### src/rtl/page_frame_bitmap_allocator_macros.svh
// Assertion macros for the page frame allocator.
// Used by files that assert; expects clk and arst_n in scope.
`ifndef PAGE_FRAME_BITMAP_ALLOCATOR_MACROS_SVH
`define PAGE_FRAME_BITMAP_ALLOCATOR_MACROS_SVH

// same-cycle implication
`define PFBA_ASSERT_IMP(lbl, ante, cons, msg) \
	lbl: assert property (@(posedge clk) disable iff (!arst_n) (ante) |-> (cons)) else $error(msg);

// next-cycle implication
`define PFBA_ASSERT_NXT(lbl, ante, cons, msg) \
	lbl: assert property (@(posedge clk) disable iff (!arst_n) (ante) |=> (cons)) else $error(msg);

`endif

### src/rtl/pfba_pkg.sv
// Shared types and constants of the page frame allocator.
// No dependencies.
package pfba_pkg;

	localparam int WORD_W = 8;
	localparam int WSEL_W = $clog2(WORD_W);
	localparam int CNT_W  = $clog2(WORD_W + 1);

	localparam int POOL_SIZE_W = 13;
	localparam logic [POOL_SIZE_W-1:0] POOL_SIZE_RST = 13'd4096;

	localparam logic [2:0] REQ_ALLOC     = 3'd0;
	localparam logic [2:0] REQ_ALLOC_RUN = 3'd1;
	localparam logic [2:0] REQ_FREE      = 3'd2;
	localparam logic [2:0] REQ_SHARE     = 3'd3;
	localparam logic [2:0] REQ_RELEASE   = 3'd4;
	localparam logic [2:0] REQ_MARK_USED = 3'd5;
	localparam logic [2:0] REQ_MARK_FREE = 3'd6;
	localparam logic [2:0] REQ_NONE      = 3'd7;

	localparam logic [1:0] ST_OK      = 2'd0;
	localparam logic [1:0] ST_NOSPACE = 2'd1;
	localparam logic [1:0] ST_OUTSIDE = 2'd2;
	localparam logic [1:0] ST_BADCNT  = 2'd3;

	localparam logic CFG_POOL_BASE = 1'b0;
	localparam logic CFG_POOL_SIZE = 1'b1;

	localparam logic [7:0] SHARE_FIRST = 8'd2;
	localparam logic [7:0] SHARE_MAX   = 8'd255;

	typedef struct packed {
		logic              found;
		logic [WSEL_W-1:0] pos;
	} scan_res_t;

endpackage

### src/rtl/pfba_word_ops.sv
// Range mask, set/clear and bit counts for one bitmap word.
// Depends on pfba_pkg.
module pfba_word_ops
	import pfba_pkg::*;
#(
	parameter int FW   = 12,
	parameter int WI_W = 9
) (
	input  logic [WORD_W-1:0] old_word,
	input  logic [WI_W-1:0]   wp,
	input  logic [FW:0]       lo,
	input  logic [FW:0]       hi,
	input  logic              set_val,
	output logic [WORD_W-1:0] new_word,
	output logic [CNT_W-1:0]  chg,
	output logic [CNT_W-1:0]  nfree
);

	always_comb begin
		logic [WORD_W-1:0] m;
		logic [FW:0]       f;
		m = '0;
		for (int b = 0; b < WORD_W; b++) begin
			f = (FW+1)'({wp, WSEL_W'(b)});
			m[b] = (f >= lo) && (f < hi);
		end
		new_word = set_val ? (old_word | m) : (old_word & ~m);
		chg   = '0;
		nfree = '0;
		for (int b = 0; b < WORD_W; b++) begin
			chg   = chg + CNT_W'(old_word[b] ^ new_word[b]);
			nfree = nfree + CNT_W'(!new_word[b]);
		end
	end

endmodule

### config.mk
export PLATFORM = sky130hd
export DESIGN_NAME = pfba_word_ops
export DESIGN_NICKNAME = d
export VERILOG_FILES = /design/src/rtl/page_frame_bitmap_allocator_macros.svh /design/src/rtl/pfba_pkg.sv /design/src/rtl/pfba_word_ops.sv
export SDC_FILE = /design/constraint.sdc
export NUM_CORES = 1
export LEC_CHECK = 0
export ABC_AREA = 1
export BUFFER_PORTS_ARGS = -buffer_cell sky130_fd_sc_hd__buf_2
export CAP_MARGIN = 10
export CORE_ASPECT_RATIO = 1.75
export CORE_UTILIZATION = 46
export DETAILED_ROUTE_END_ITERATION = 10
export PLACE_DENSITY = 0.76
export SLEW_MARGIN = 5
export SYNTH_ARGS = -nofsm -noshare
export SYNTH_HDL_FRONTEND = slang
export SYNTH_SLANG_ARGS = --single-unit
### constraint.sdc
create_clock -name vclk -period 9.4
set_input_delay 0.47 -clock vclk [all_inputs]
set_output_delay 0.47 -clock vclk [all_outputs]
set_load 0.02 [all_outputs]
==> results.yml <==
setup_path:
  cp.required_ps: 8930
  crit_path_start: "wp[0]"
  critPathCaptureType: "output port"
  setup.worst_path.end: "chg[1]"
  worstPathMaxFanout: 4
  start_kind: "primary input"
  cp_data_arrival_time_ps: 4400
  path_class: "in2out"
logic_synthesis:
  synth_seq_area_share_pct: 0
  synth_compound_area_share_pct: 13.11
  synth_top_family_by_area: "simple AND/OR/NAND/NOR gates"
  synthAdderAreaFrac_pct: 31.02
  yosys_warnings: 0
  synth_area_per_cell_um2: 5.840
  synthSimpleGateAreaFrac_pct: 38.05
  synth.distinct_cells: 24
  syn_nets: 346
  syn-instance-count: 268
  synth_area_mm2: 0.001565
  muxShareOfSynthArea_pct: 0
  synth_xor_xnor_area_share_pct: 1.119
global_routing:
  grt_pass1_wl_mm: 5.761
  antenna_found_initial: 0
  overflow: 0
  grt_pass1_vias: 1628
  grt_max_degree: 12
  grt_usage_pct: 19.92
sta:
  finalWorstPathRequiredPeriod_ps: 4874
  finalCritPeriodShare_pct: 51.85
  worst_pin_slew_ps: 388.5
  relSlewSlack_pct: 74.07
  final-hold-violation-count: 0
  rsz0062_at_grt: "false"
  setup-tns-final_ps: 0
  drv_slew: 0
  max_freq_mhz: 205.2
  setup_viol: 0
  fin_hold_ws_ps: 1336
drt:
  drc_errors: 0
  vias: 1712
  wl_per_cell_um: 9.309
  via_per_inst: 4.640
  drtIter0Drc: 15
  wl_mm: 3.435
  postRouteAntennaNets: 0
  drtPass1Iterations: 4
final_layout:
  n_sequential_cell: 0
  clockBufferCount: 0
  drive_gt1_share_pct: 27.61
  seq_area_um2: 0
  final_net_count: 406
  stdcell_area_mm2: 0.001909
  n_antenna_cell: 0
  fin_cells: 369
  area_growth_pct: 21.98
worst_hold_path:
  hp-start: "old_word[4]"
  whs_path_depth: 4
  hold_path_class: "in2out"
floorplan:
  fp.dieH_um: 79.17
  die_x_um: 46.10
  placementRows: 27
  ios: 60
  start_util_pct: 48.77
  die_area_mm2: 0.003649
  fp.coreArea_mm2: 0.003209
clocking:
  post_cts_resized: 0
  post-cts-setup-buffers: 0
  ctsHoldBuffers: 0
power:
  p_leak_nw: 1.257
  powerDensity_mw_per_mm2: 95.29
  ir_worst_vdd_mv: 0.07697
placement:
  post-dp-hpwl_mm: 3.261
  gp_congestion: 0.8974
  dp.cells: 369
  port_buffers: 60
  placed_area_mm2: 0.001909
job:
  maxCapViolations: 0
status:
  status: "completed"
==> metrics by stage <==
step	setup WS [ps]	utilization, %	total power [mW]
final	4526	59.49	0.1819
after global routing	4215	59.49	0.2099
after CTS	4516	59.49	0.1848
after detailed placement	4518	59.49	0.1834
after global placement	4597	59.49	0.1808
after floorplan	4760	-	0.1373
==> Yosys cell counts (all sizes together) <==
master	n	share of area, %
a21oi	11	4.2
buf	2	0.64
fa	8	10
ha	26	21
inv	67	16
nand2	83	22
nand3	16	5.8
nand4	2	1.8
nor2	28	8.1
nor3	3	0.96
o21ai	15	6.0
o21bai	5	2.9
xnor2	1	0.56
xor2	1	0.56
==> cell type report <==
| type | instances | area (um^2) |
|---|---|---|
| inverter | 67 | 251.5 |
| timing repair buffer | 60 | 300.3 |
| multi-input combinational | 199 | 1304 |
| fill | 363 | 1300 |
| tap | 43 | 53.80 |
==> per-layer routing <==
metal,vias up,wire [um],global-route usage [%]
met3,2,89,0.2273
met5,-,0,0
met1,740,1235,16.46
met4,0,13,0.8824
li1,934,-,-
met2,36,2097,46.34
==> critical path, stage by stage <==
cell	delay [ps]
buf_2	110
inv_1	60
ha_1	310
nand2_2	80
inv_1	70
a21oi_1	170
a21oi_1	110
nor2_1	120
nand2_2	100
o21ai_0	150
nand2_1	90
fa_1	500
inv_1	50
fa_1	520
inv_1	50
fa_1	520
inv_1	40
ha_1	200
inv_1	70
fa_1	400
inv_1	60
buf_2	150
==> power by group <==
group          total, mW  switching [mW]  leakage (nW)  internal, mW
logic              0.182           0.115          1.26        0.0674
registers              0               0             0             0
clock network          0               0             0             0
==> placed cells by master (no fill, tap or decap) <==
cell type / count
nand2_1: 73
inv_1: 61
buf_2: 60
ha_1: 26
nor2_1: 25
nand3_1: 14
nand2_2: 10
a21oi_1: 10
fa_1: 8
o21ai_0: 7
inv_2: 6
o21ai_2: 5
o21ai_1: 3
o21bai_1: 3
nor3_1: 3
nor2_2: 2
nand3_2: 2
o21bai_2: 2
nand4_4: 1
nor2_8: 1
a21oi_4: 1
nand4_1: 1
xor2_1: 1
xnor2_1: 1
==> worst min path at each step <==
stage,end,slack [ps]
final,new_word[4],1340
after global routing,new_word[0],1360
after CTS,new_word[5],1340
after detailed placement,new_word[5],1330
after global placement,new_word[5],1340
after floorplan,new_word[6],1080
==> cell families (layout without fill, tap and decap cells) <==
kind of cell	after synthesis	after routing
adder cells (fa/ha/maj)	34	34
AND/OR/NAND/NOR	132	132
XOR/XNOR	2	2
buffers and inverters	69	127
AO/OA/AOI/OAI	31	31
Note: power is estimated with default switching activity, not from simulation.
