$ cat src/rtl/page_frame_bitmap_allocator_macros.svh
// Assertion macros for the page frame allocator.
// Used by files that assert; expects clk and arst_n in scope.
`ifndef PAGE_FRAME_BITMAP_ALLOCATOR_MACROS_SVH
`define PAGE_FRAME_BITMAP_ALLOCATOR_MACROS_SVH

// same-cycle implication
`define PFBA_ASSERT_IMP(lbl, ante, cons, msg) \
	lbl: assert property (@(posedge clk) disable iff (!arst_n) (ante) |-> (cons)) else $error(msg);

// next-cycle implication
`define PFBA_ASSERT_NXT(lbl, ante, cons, msg) \
	lbl: assert property (@(posedge clk) disable iff (!arst_n) (ante) |=> (cons)) else $error(msg);

`endif

$ cat src/rtl/pfba_pkg.sv
// Shared types and constants of the page frame allocator.
// No dependencies.
package pfba_pkg;

	localparam int WORD_W = 8;
	localparam int WSEL_W = $clog2(WORD_W);
	localparam int CNT_W  = $clog2(WORD_W + 1);

	localparam int POOL_SIZE_W = 13;
	localparam logic [POOL_SIZE_W-1:0] POOL_SIZE_RST = 13'd4096;

	localparam logic [2:0] REQ_ALLOC     = 3'd0;
	localparam logic [2:0] REQ_ALLOC_RUN = 3'd1;
	localparam logic [2:0] REQ_FREE      = 3'd2;
	localparam logic [2:0] REQ_SHARE     = 3'd3;
	localparam logic [2:0] REQ_RELEASE   = 3'd4;
	localparam logic [2:0] REQ_MARK_USED = 3'd5;
	localparam logic [2:0] REQ_MARK_FREE = 3'd6;
	localparam logic [2:0] REQ_NONE      = 3'd7;

	localparam logic [1:0] ST_OK      = 2'd0;
	localparam logic [1:0] ST_NOSPACE = 2'd1;
	localparam logic [1:0] ST_OUTSIDE = 2'd2;
	localparam logic [1:0] ST_BADCNT  = 2'd3;

	localparam logic CFG_POOL_BASE = 1'b0;
	localparam logic CFG_POOL_SIZE = 1'b1;

	localparam logic [7:0] SHARE_FIRST = 8'd2;
	localparam logic [7:0] SHARE_MAX   = 8'd255;

	typedef struct packed {
		logic              found;
		logic [WSEL_W-1:0] pos;
	} scan_res_t;

endpackage

$ cat src/rtl/pfba_scan.sv
// First-fit step over one bitmap word: extends the free run bit by bit.
// Depends on pfba_pkg.
module pfba_scan
	import pfba_pkg::*;
#(
	parameter int RUN_W = 9
) (
	input  logic [WORD_W-1:0] used,
	input  logic [RUN_W-1:0]  run_in,
	input  logic [RUN_W-1:0]  need,
	output scan_res_t         res,
	output logic [RUN_W-1:0]  run_out
);

	always_comb begin
		logic [RUN_W-1:0] run;
		run = run_in;
		res = '0;
		for (int j = 0; j < WORD_W; j++) begin
			if (!res.found) begin
				run = used[j] ? '0 : run + 1'b1;
				if (run == need) begin
					res.found = 1'b1;
					res.pos   = WSEL_W'(j);
				end
			end
		end
		run_out = run;
	end

endmodule

$ cat config.mk
export PLATFORM = sky130hd
export DESIGN_NAME = pfba_scan
export DESIGN_NICKNAME = d
export VERILOG_FILES = /design/src/rtl/page_frame_bitmap_allocator_macros.svh /design/src/rtl/pfba_pkg.sv /design/src/rtl/pfba_scan.sv
export SDC_FILE = /design/constraint.sdc
export NUM_CORES = 1
export LEC_CHECK = 0
export BUFFER_PORTS_ARGS = -buffer_cell sky130_fd_sc_hd__buf_2
export CORE_MARGIN = 5
export CORE_UTILIZATION = 35
export DETAILED_ROUTE_END_ITERATION = 7
export SKIP_LAST_GASP = 1
export SLEW_MARGIN = 15
export SYNTH_ARGS = -nofsm -noshare
export SYNTH_HDL_FRONTEND = slang
export SYNTH_SLANG_ARGS = --single-unit
$ cat constraint.sdc
create_clock -name vclk -period 14.85
set_input_delay 2.2275 -clock vclk [all_inputs]
set_output_delay 2.2275 -clock vclk [all_outputs]
set_load 0.02 [all_outputs]
==> results of run 1 <==
## routing by layer
layer	track usage	up-vias	part of all wire
met1	0.333	3746	0.45
met3	0.0164	61	0.080
li1	-	3756	-
met4	0.0679	0	0.034
met2	0.363	376	0.44
met5	0	-	0
## power groups by stage
stage	Sequential, mW	Clock, mW	Combinational, mW
global placement	0	0	0.142
finish	0	0	0.150
floorplan	0	0	0.104
CTS	0	0	0.143
global route	0	0	0.162
detailed placement	0	0	0.142
## stage by stage
stage / setup WS, ps / std cells / area [um2] / TNS (ps)
2_1_floorplan: 144 / 942 / 6210 / 0
3_3_place_gp: 328 / 1194 / 6760 / 0
3_5_place_dp: 78.6 / 1194 / 6760 / 0
4_1_cts: 43.4 / 1194 / 6760 / 0
5_1_grt: -14.2 / 1201 / 6960 / -23.4
6_report: 571 / 1201 / 6960 / 0
## worst max-delay path, delay by kind of cell
kind,cells,cell delay (ps)
buffers and inverters,4,820
xor gates and xnor gates,2,360
muxes,3,1110
adders and majority gates,2,370
AOI/OAI and AO/OA,13,3390
and+or+nand+nor,13,3790
## cell type report
cell class | instances | area (um2)
repair buffers | 97 | 633
well taps | 225 | 282
inverters | 19 | 71.3
fillers | 1850 | 10400
multi-input cells | 860 | 5980
## cell families (layout without fill, tap and decap cells)
logic type / after synthesis / in the layout / synth area share
and+or+nand+nor: 427 / 427 / 0.374
AOI/OAI and AO/OA: 328 / 328 / 0.389
buffers and inverters: 82 / 116 / 0.0618
xor gates and xnor gates: 58 / 58 / 0.0896
muxes: 39 / 39 / 0.0695
adders and majority gates: 8 / 8 / 0.0161
## cell usage after synthesis (10+ instances only)
| library cell | instances |
|---|---|
| nor2_1 | 98 |
| nand2_1 | 67 |
| a21oi_1 | 58 |
| o21ai_0 | 51 |
| nor3_1 | 48 |
| xnor2_1 | 45 |
| nand3_1 | 44 |
| clkbuf_1 | 42 |
| nand4_1 | 21 |
| mux2i_1 | 20 |
| and3_1 | 19 |
| a211oi_1 | 18 |
| nor4_1 | 16 |
| and2_1 | 15 |
| mux2_2 | 14 |
| or3_1 | 14 |
| inv_1 | 13 |
| nand2b_1 | 13 |
| o21ai_1 | 13 |
| o22ai_1 | 13 |
| o211ai_1 | 12 |
| a31oi_1 | 11 |
| nor2b_1 | 11 |
| o2111ai_1 | 11 |
| buf_2 | 10 |
## worst max-delay path by stage
stage                    from     end
floorplan           run_in[0]  res[0]
global placement    run_in[0]  res[1]
detailed placement  run_in[0]  res[1]
CTS                 run_in[0]  res[1]
global route        run_in[0]  res[1]
finish              run_in[0]  res[1]
## repair_timing
| item | 4_1_cts | 5_1_grt |
|---|---|---|
| resized for setup | 0 | 29 |
| endpoints found under the setup margin | 0 | 13 |
| setup buffers | 0 | 7 |
==> flow_summary.yaml, run 1 <==
synth:
  seq_area_frac_synth: 0
  synth_top_area_frac: 0.0634
  synth_cell_types: 110
  syn_area_um2: 6210
  synth_top_cell_by_area: "xnor2_1"
  yosysWarnings: 0
  syn_inst: 942
  ys_top_cells_by_area: "xnor2_1, nor2_1, a21oi_1"
  syn-num-nets: 976
  syn_area_per_cell_um2: 6.59
grt:
  grt.overflow.total: 0
  antenna_found_initial: 0
  grt_pass1_vias: 7114
  grt_pass1_wl_um: 38700
  grt_usage: 0.229
  grt_max_degree: 29
pwr:
  p_leak_nw: 2.42
  power_mw: 0.150
  peakVddDrop_uv: 20.9
  combPwrFrac: 1.000
  internal_power_mw: 0.0544
  power_density_nw_per_um2: 21.6
  clockPowerShare: 0
  p_sw_mw: 0.0961
  p_seq_frac: 0
  switching_share: 0.638
cells_and_area:
  utilization: 0.401
  drive_gt1_frac: 0.192
  syn_to_final_growth_pct: 12.1
  clkbuf_count: 0
  regArea_um2: 0
  n_antenna_cell: 0
  final_common_cell: "nor2_1"
  layout_common_cells: "nor2_1, nand2_1, buf_4, a21oi_1, o21ai_0"
  final_net_count: 1012
  seq_cell_count: 0
setup_path:
  cpMostUsedCell: "nand4_1"
  worstPathArrival_ps: 12050
  critPathLaunchType: "input pin"
  slowest_stage: "or4_4"
  required_ps: 12620
  worstSetupEndpointType: "output pin"
  slowest_delay_ps: 600
  worst-setup-path-type: "in -> out"
  path_max_fanout: 10
drt:
  postRouteAntennaNets: 0
  routed_wl_um: 24700
  drtIter0Drc: 929
  viasPerCell: 6.61
  num_vias: 7939
  wire_per_inst_um: 20.6
  first_pass_iters: 5
  drc_errors: 0
timing:
  fmax_mhz: 70.0
  period_minus_slack_ps: 14280
  setup_viol: 0
  worstMarginPinSlew_ps: 743
  hold_violations: 0
  whs_ps: 4960
  relSlewSlack: 0.501
  timing.final.crit_share: 0.962
  slew_viol_final: 0
floorplan:
  start_util: 0.358
  dieWidth_um: 143
  core_um2: 17400
  ios: 39
  die_area_um2: 20500
  rows: 48
  die_h_um: 143
run_status:
  outcome: "finished clean"
placed_design:
  routabilityCongestion: 1.02
  dpl.hpwl_um: 19000
  port_buffers: 39
hold_path:
  hp-start: "used[7]"
  hp-class: "in -> out"
  min_path_cells: 3
  hold_end: "run_out[3]"
clock_network:
  ctsHoldBuffers: 0
run:
  max-cap-violations: 0
(Power assumes the default switching activity.)
==> inputs of run 2 (changes only) <==
- CORE_ASPECT_RATIO: unset -> 1.1
- clock period: 14.85 -> 13.2 ns (I/O delays scaled with it)
==> flow_summary.yaml, run 2 (synthesized netlist as in run 1, its figures left out) <==
run_status:
  outcome: "finished clean"
drt:
  top_layer: "met4"
  first_pass_iters: 6
  num_vias: 8389
  drtIter0Drc: 762
  drc_errors: 0
  wl_met3_um: 1740
  postRouteAntennaNets: 0
  wire_per_inst_um: 20.1
  wl_met1_um: 11100
  viasPerCell: 6.36
  routed_wl_um: 26500
  wl_met2_um: 12800
setup_path:
  slowest_stage: "or4_4"
  endpoint: "res[1]"
  worstSetupEndpointType: "output pin"
  worstPathArrival_ps: 10970
  cp-startpoint: "run_in[0]"
  slowest_delay_ps: 570
  path_max_fanout: 8
  cpMostUsedCell: "buf_4"
  cp_top_family: "simple AND/OR/NAND/NOR gates"
  critPathLaunchType: "input pin"
  cp_num_cells: 44
  worst-setup-path-type: "in -> out"
  required_ps: 11220
  cp_num_buf_inv: 7
cells_and_area:
  final_common_cell: "buf_4"
  clkbuf_count: 0
  utilization: 0.467
  n_fill_cell: 1864
  drive_gt1_frac: 0.325
  regArea_um2: 0
  layout_common_cells: "buf_4, nor2_1, nand2_1, a21oi_1, o21ai_0"
  syn_to_final_growth_pct: 32.5
  seq_cell_count: 0
  final_net_count: 1117
grt:
  grt_pass1_vias: 7621
  grt_max_degree: 29
  grt.overflow.total: 0
  antenna_found_initial: 0
  grt_pass1_wl_um: 40000
  grt_usage: 0.239
timing:
  hold_violations: 0
  timing.final.crit_share: 0.981
  slew_viol_final: 0
  period_minus_slack_ps: 12950
  grt_setup_unrepaired: "yes"
  setup_viol: 0
  fmax_mhz: 77.2
  relSlewSlack: 0.547
  worstMarginPinSlew_ps: 680
floorplan:
  core_um2: 17600
  ios: 39
  rows: 51
  dieWidth_um: 137
  start_util: 0.353
  die_h_um: 150
  die_area_um2: 20500
placed_design:
  dpl.hpwl_um: 20400
  port_buffers: 39
  routabilityCongestion: 0.933
hold_path:
  min_path_cells: 3
  hp-class: "in -> out"
run:
  max-cap-violations: 0
clock_network:
  ctsHoldBuffers: 0
run 2: layout make-up:
| cell class | count | area, um2 | share of cell area |
|---|---|---|---|
| repair buffers | 202 | 1440 | 0.175 |
| well taps | 238 | 298 | 0.0362 |
| diodes | 1 | 2.50 | 0.000304 |
| multi-input cells | 860 | 6420 | 0.780 |
| inverters | 19 | 71.3 | 0.00867 |
run 2: how the worst min path moves through the flow:
| stage | to | from | slack (ps) |
|---|---|---|---|
| after floorplan | run_out[1] | used[7] | 4370 |
| after global placement | run_out[5] | used[7] | 4480 |
| final | run_out[5] | used[7] | 4500 |
| after detailed placement | run_out[6] | used[7] | 4480 |
| after global routing | run_out[6] | used[7] | 4530 |
| after CTS | run_out[6] | used[7] | 4480 |
run 2: per-layer routing:
metal  vias up  global-route usage
met5         -                   0
met4         0              0.0699
met3        71              0.0185
met2       333               0.411
met1      4017               0.317
li1       3968                   -
run 2: metrics by stage:
stage | area [um2] | hold slack [ps] | cells | setup slack, ps | setup TNS [ps]
floorplan | 6340 | 4370 | 942 | 8.82 | 0
global placement | 7560 | 4480 | 1298 | -102 | -274
detailed placement | 7560 | 4480 | 1298 | -154 | -491
CTS | 7610 | 4480 | 1301 | -68.0 | -68.0
global route | 8230 | 4530 | 1319 | -142 | -320
finish | 8230 | 4500 | 1320 | 249 | 0
run 2: what timing repair did:
| action | CTS | global route |
|---|---|---|
| endpoints found under the setup margin | 4 | 13 |
| pin swaps | 3 | 44 |
| gates cloned | 0 | 0 |
| setup buffers | 3 | 18 |
| resized for setup | 5 | 95 |
